File: src/rtl/dism_pkg.sv
// Shared types and constants for the disjoint interval set merge block.
// Used by dism_front, dism_back and the top level disjoint_interval_set_merge.
package dism_pkg;

  localparam int MAX_INTERVALS_DEF = 16;
  localparam int VALUE_W = 31;
  localparam int OUT_COUNT_W = 5;

  typedef enum logic {
    OP_ADD  = 1'b0,
    OP_LIST = 1'b1
  } op_t;

  typedef enum logic [1:0] {
    STAT_ADD_OK   = 2'd0,
    STAT_ADD_FULL = 2'd1,
    STAT_LISTED   = 2'd2,
    STAT_EMPTY    = 2'd3
  } status_t;

  typedef enum logic [1:0] {
    ST_IDLE,
    ST_ADD_CMP,
    ST_ADD_UPD,
    ST_LIST
  } state_t;

  // One classified request waiting between front and back.
  typedef struct packed {
    op_t               op;
    logic [VALUE_W-1:0] value;
  } cmd_t;

  // Queue head as seen by the back end.
  typedef struct packed {
    logic valid;
    cmd_t cmd;
  } queue_head_t;

endpackage

File: src/rtl/dism_front.sv
// Front end: accepts requests, classifies them and holds them in a two-entry queue.
// Depends on dism_pkg.
module dism_front
  import dism_pkg::*;
(
  input  logic                clk,
  input  logic                rst_n,
  input  logic                in_valid,
  output logic                in_stall,
  input  logic                in_operation,
  input  logic [VALUE_W-1:0]  in_value,
  output queue_head_t         head,
  input  logic                take
);

  cmd_t       mem_r [2];
  logic       wr_ptr_r, wr_ptr_nxt;
  logic       rd_ptr_r, rd_ptr_nxt;
  logic [1:0] cnt_r, cnt_nxt;
  logic       push, pop;
  cmd_t       cmd_in;

  assign in_stall = (cnt_r == 2'd2);
  assign push = in_valid && !in_stall;
  assign pop  = take && (cnt_r != 2'd0);

  always_comb begin
    cmd_in.op    = in_operation ? OP_LIST : OP_ADD;
    cmd_in.value = in_value;
  end

  always_comb begin
    wr_ptr_nxt = push ? ~wr_ptr_r : wr_ptr_r;
    rd_ptr_nxt = pop ? ~rd_ptr_r : rd_ptr_r;
    cnt_nxt    = cnt_r + {1'b0, push} - {1'b0, pop};
  end

  always_ff @(posedge clk) begin
    if (!rst_n) begin
      wr_ptr_r <= 1'b0;
      rd_ptr_r <= 1'b0;
      cnt_r    <= 2'd0;
    end else begin
      wr_ptr_r <= wr_ptr_nxt;
      rd_ptr_r <= rd_ptr_nxt;
      cnt_r    <= cnt_nxt;
    end
  end

  always_ff @(posedge clk) begin
    if (push) begin
      mem_r[wr_ptr_r] <= cmd_in;
    end
  end

  always_comb begin
    head.valid = (cnt_r != 2'd0);
    head.cmd   = mem_r[rd_ptr_r];
  end

endmodule

File: config.mk
export PLATFORM = sky130hd
export DESIGN_NAME = dism_front
export DESIGN_NICKNAME = d
export VERILOG_FILES = /design/src/rtl/dism_pkg.sv /design/src/rtl/dism_front.sv
export SDC_FILE = /design/constraint.sdc
export NUM_CORES = 1
export LEC_CHECK = 0
export ABC_AREA = 1
export ABC_CLOCK_PERIOD_IN_PS = 3200
export BUFFER_PORTS_ARGS = -buffer_cell sky130_fd_sc_hd__clkbuf_2
export CAP_MARGIN = 25
export CORE_MARGIN = 3
export CORE_UTILIZATION = 30
export CTS_CLUSTER_DIAMETER = 200
export CTS_CLUSTER_SIZE = 14
export DETAILED_ROUTE_END_ITERATION = 8
export SLEW_MARGIN = 15
export SYNTH_ARGS = -nofsm -noshare
export SYNTH_HDL_FRONTEND = slang
export SYNTH_SLANG_ARGS = --single-unit
File: constraint.sdc
create_clock -name clk -period 3.2 [get_ports clk]
set_input_delay 0.32 -clock clk [delete_from_list [all_inputs] [get_ports clk]]
set_output_delay 0.32 -clock clk [all_outputs]
set_load 0.02 [all_outputs]
* Word level (Yosys, flattened, before mapping) *
Memories as Yosys holds them, arrays and structs flattened. A register that Yosys moved wholly into a read port is not among the register bits.
Cells that the tools add are included.

storage, ports and cells
  register bits = 4
  bits in writable memories = 64
  input bits = 36
  output and inout port bits = 34
  memories = 1

memory list
  name   words  bits a word  read ports  clocked after Yosys merged registers in  wr ports  line              text
  mem_r  2      32           1           1                                        1         dism_front.sv:16  cmd_t mem_r [2];

cells by class
  add/sub/neg operators = 2
  eq/ne operators = 1
  multiplexer cells = 5
  bitwise gates (word level) = 2
  reductions and logical operators = 4

operator list
  cell                number
  $mux 1              5
  $add 2x1->2         1
  $eq 2x2->1 const B  1
  $logic_and 1x1->1   2
  $not 1->1           2
  $reduce_bool 2->1   1
  $sub 2x1->2         1
  $logic_not 1->1     1

* Depth between registers and ports, before layout *
  word-level depth = 5
  mapped depth = 11

* Worst setup path before layout *
No wires, ideal clock.

  kind = register to register
  start = register cnt_r[0]
  end = memory mem_r[0][0] in the netlist's numbering (enable)
  setup time = 421 ps
  data arrival time = 1913 ps
  path slack = 866 ps
  cell stages (with the launch flop) = 5
  path buffers = 0
  clock period less this slack = 2334 ps
  cell sequence = dfxtp_1 -> inv_1 -> nand2_1 -> nand2_1 -> nor2_1

on the way
  longest elaborated chain between the ends = 5

RTL lines
  item                          line              text
  start: declaration            dism_front.sv:19  logic [1:0] cnt_r, cnt_nxt;
  start signal: assignment      dism_front.sv:46  cnt_r <= cnt_nxt;
  $eq 2x2->1                    dism_front.sv:23  assign in_stall = (cnt_r == 2'd2);
  $logic_not 1->1               dism_front.sv:24  assign push = in_valid && !in_stall;
  $logic_and 1x1->1             dism_front.sv:24
  $mux 1                        dism_front.sv:51  if (push) begin
  $mux 1 (not written as such)  dism_front.sv:52  mem_r[wr_ptr_r] <= cmd_in;
  end: declaration              dism_front.sv:16

Every way passes these cells.

==> results_dict.tcl <==
set metrics [dict create \
    status "complete, no violations" \
    max_freq_mhz 483 \
    cts_sinks 69 \
    slew_headroom_pct 36.6 \
    regToRegEndpoint "mem_r[0][16]$_DFFE_PP_" \
    finClkSkew_ns 0.00494 \
    detailed_place_hpwl_mm 3.16 \
    portBuffers 69 \
    grt_pass1_wl_mm 6.97 \
    fill_cells 859 \
    drc_errors 0 \
    htree_levels 3 \
    yosys.area.top_type_share_pct 70.9 \
    finalPower_uw 2540 \
    cp_top_family "flip-flops" \
    cts.path.max_buffers 2 \
    antennaDiodeCount 0 \
    antenna_found_initial 0 \
    irDropWorstVdd_mv 0.362 \
    routed_wl_mm 4.51 \
    rsz0062_at_grt "no" \
    postSynthAreaPerCell_um2 19.8 \
    worstReg2RegStart "cnt_r[0]$_SDFF_PN0_" \
    swShare_pct 30.9 \
    share_comb_of_total_power_pct 30.4 \
    wl_per_cell_um 13.8 \
    drive_gt1_share_pct 53.9 \
    dp_slack_ns 1.39 \
    drt_iter0_drc 30 \
    worstHoldEndpoint "mem_r[1][29]$_DFFE_PP_" \
    die_h_um 101 \
    seqCellArea_um2 2020 \
    powerDensity_nw_per_um2 768 \
    num_rows 34 \
    crit_chain "buf_4, mux2_2, clkbuf_2" \
    netlist_area_um2 2710 \
    routed.top_layer "met4" \
    cts_buffers 9 \
    ys_seq_area_share_pct 74.6 \
    holdWs_ns 0.180 \
    cts_setup_buffers 0 \
    clkTransAtPathRegs_ns 0.07 \
    gp_congestion 0.750 \
    overflow 0 \
    hold_start "in_value[29]" \
    async_flop_share_pct 0 \
    ant_nets 0 \
    layout.nets 254 \
    whs_path_depth 1 \
    ys_seq_elements 69 \
    worstSetupStartpointType "flop" \
    firstDrtPassIters 4 \
    critPathBufInv 2 \
    tightest_slew_ns 0.949 \
    critPathArrivalTime_ns 1.75 \
    track_usage_pct 9.18 \
    grt_start_max_net_pins 33 \
    p_seq_share_pct 47.6 \
    ctsResizeCount 0 \
    cap_violations 0 \
    synth-main-ff-cell "edfxtp_1" \
    crit_path_end_kind "primary output" \
    period_needed_ns 2.07 \
    p_clk_share_pct 22.0 \
    hp-class "in2reg" \
    syn_nets 175 \
    postSynthCellCount 137 \
    io_pins 70 \
    vias_per_cell 4.21 \
    num_vias 1377 \
    critical_path_class "reg2out" \
    post-synth-top-count-cell "edfxtp_1" \
    area_delta_synth_final_pct 22.1 \
    cts_tree "done" \
    clkLatencyLatePin_ns 0.32 \
    critical_path_required_ns 2.88 \
    synth.distinct_cells 12 \
    p_switching_uw 785 \
    critical-path-max-stage-delay_ns 0.59 \
    reg2reg_depth 4 \
    p_leak_uw 0.00136 \
    drt-met1-wl_mm 1.86 \
    path_max_fanout 13 \
    synth_common_cells "edfxtp_1 (64), mux2_4 (30), nand2_1 (9)" \
    multi_input_area_um2 594 \
    die_area_um2 10200 \
    period_share_pct 64.7 \
    core_um2 8760 \
    synthTopCellsByArea "edfxtp_1 (71%), mux2_4 (17%), dfxtp_1 (3.7%)" \
    r2r_slack_ns 1.43 \
    worst_slack_ns 1.13 \
    synth_edf_count 64 \
    hold_viol_final 0 \
    p_int_uw 1760 \
    tns_ns 0 \
    timing.final.max_slew_violations 0 \
    hold_buffers 0 \
    met3WireLength_um 248 \
    yosys_warnings 0 \
    cp_slowest_cell "dfxtp_2" \
    wl_met2_mm 2.34 \
    synth_area_leader_cell "edfxtp_1" \
    initial_core_util_pct 30.9 \
    die_x_um 101 \
    grt_pass1_vias 1441 \
    setup_violations 0 \
    ctsRootBufferMaster "clkbuf_8" \
]
==> metrics by stage <==
step / utilization, % / std cells / cell area [um2]
global placement: 36.1 / 313 / 3160
CTS: 37.8 / 327 / 3310
floorplan: - / 137 / 2710
finish: 37.8 / 327 / 3310
global route: 37.8 / 327 / 3310
detailed placement: 36.1 / 313 / 3160
==> flip-flops by register name, indices dropped and copies added (netlist names), named ones only <==
name      count
mem_r        64
cnt_r         2
rd_ptr_r      1
wr_ptr_r      1
==> cells in the final DEF (no fill, tap or decap), drive strengths merged <==
| cell | Yosys | final |
|---|---|---|
| nand2 | 9 | 9 |
| ha | 2 | 2 |
| dfxtp | 5 | 5 |
| nor2 | 8 | 8 |
| edfxtp | 64 | 64 |
| clkinv | 0 | 3 |
| mux2 | 32 | 32 |
| inv | 8 | 8 |
| clkbuf | 0 | 80 |
| a21oi | 2 | 2 |
| buf | 4 | 3 |
| nand3 | 3 | 3 |
==> per-layer routing <==
| layer | vias to the layer above | global-route usage, % |
|---|---|---|
| met2 | 43 | 15.3 |
| met3 | 7 | 2.77 |
| li1 | 666 | - |
| met1 | 661 | 10.7 |
| met4 | 0 | 4.60 |
| met5 | - | 0 |
==> power groups by stage <==
| stage | sequential [uW] | clock (uW) | combinational, uW |
|---|---|---|---|
| after floorplan | 1200 | 0 | 628 |
| after global placement | 1230 | 0 | 784 |
| after detailed placement | 1230 | 0 | 791 |
| after CTS | 1210 | 585 | 793 |
| after global routing | 1230 | 622 | 832 |
| final | 1210 | 559 | 771 |
==> worst max path at each step <==
| stage | depth (start not counted) | startpoint | to |
|---|---|---|---|
| floorplan | 4 | cnt_r[0]$_SDFF_PN0_ | mem_r[0][0]$_DFFE_PP_ |
| global placement | 3 | flop | head[0] |
| detailed placement | 4 | cnt_r[0]$_SDFF_PN0_ | mem_r[0][16]$_DFFE_PP_ |
| CTS | 3 | flop | head[0] |
| global route | 3 | flop | head[0] |
| finish | 3 | flop | head[0] |
==> layout make-up <==
| cell class | instances | area share [%] |
|---|---|---|
| inverter | 8 | 0.907 |
| clock inverter | 3 | 0.454 |
| multi-input combinational | 56 | 18.0 |
| tap | 108 | 4.08 |
| clock buffer | 11 | 3.97 |
| sequential | 69 | 61.1 |
| timing repair buffer | 72 | 11.5 |
==> cell families (layout without fill, tap and decap cells) <==
family / count (synthesis) / in the layout / share of synthesized area (%)
multiplexers: 32 / 32 / 17.5
AO/OA/AOI/OAI: 2 / 2 / 0.369
AND/OR/NAND/NOR: 20 / 20 / 2.91
flip-flops: 69 / 69 / 74.6
adder cells (fa/ha/maj): 2 / 2 / 0.923
buffers and inverters: 12 / 94 / 3.74
==> worst reg2reg max path, cell delays in order (launching register included) <==
cell     delay, ns
dfxtp_1       0.35
inv_1         0.06
nand2_1       0.11
nand2_1       0.12
nor2_4        0.74
Power figures use the tool's default switching activity.
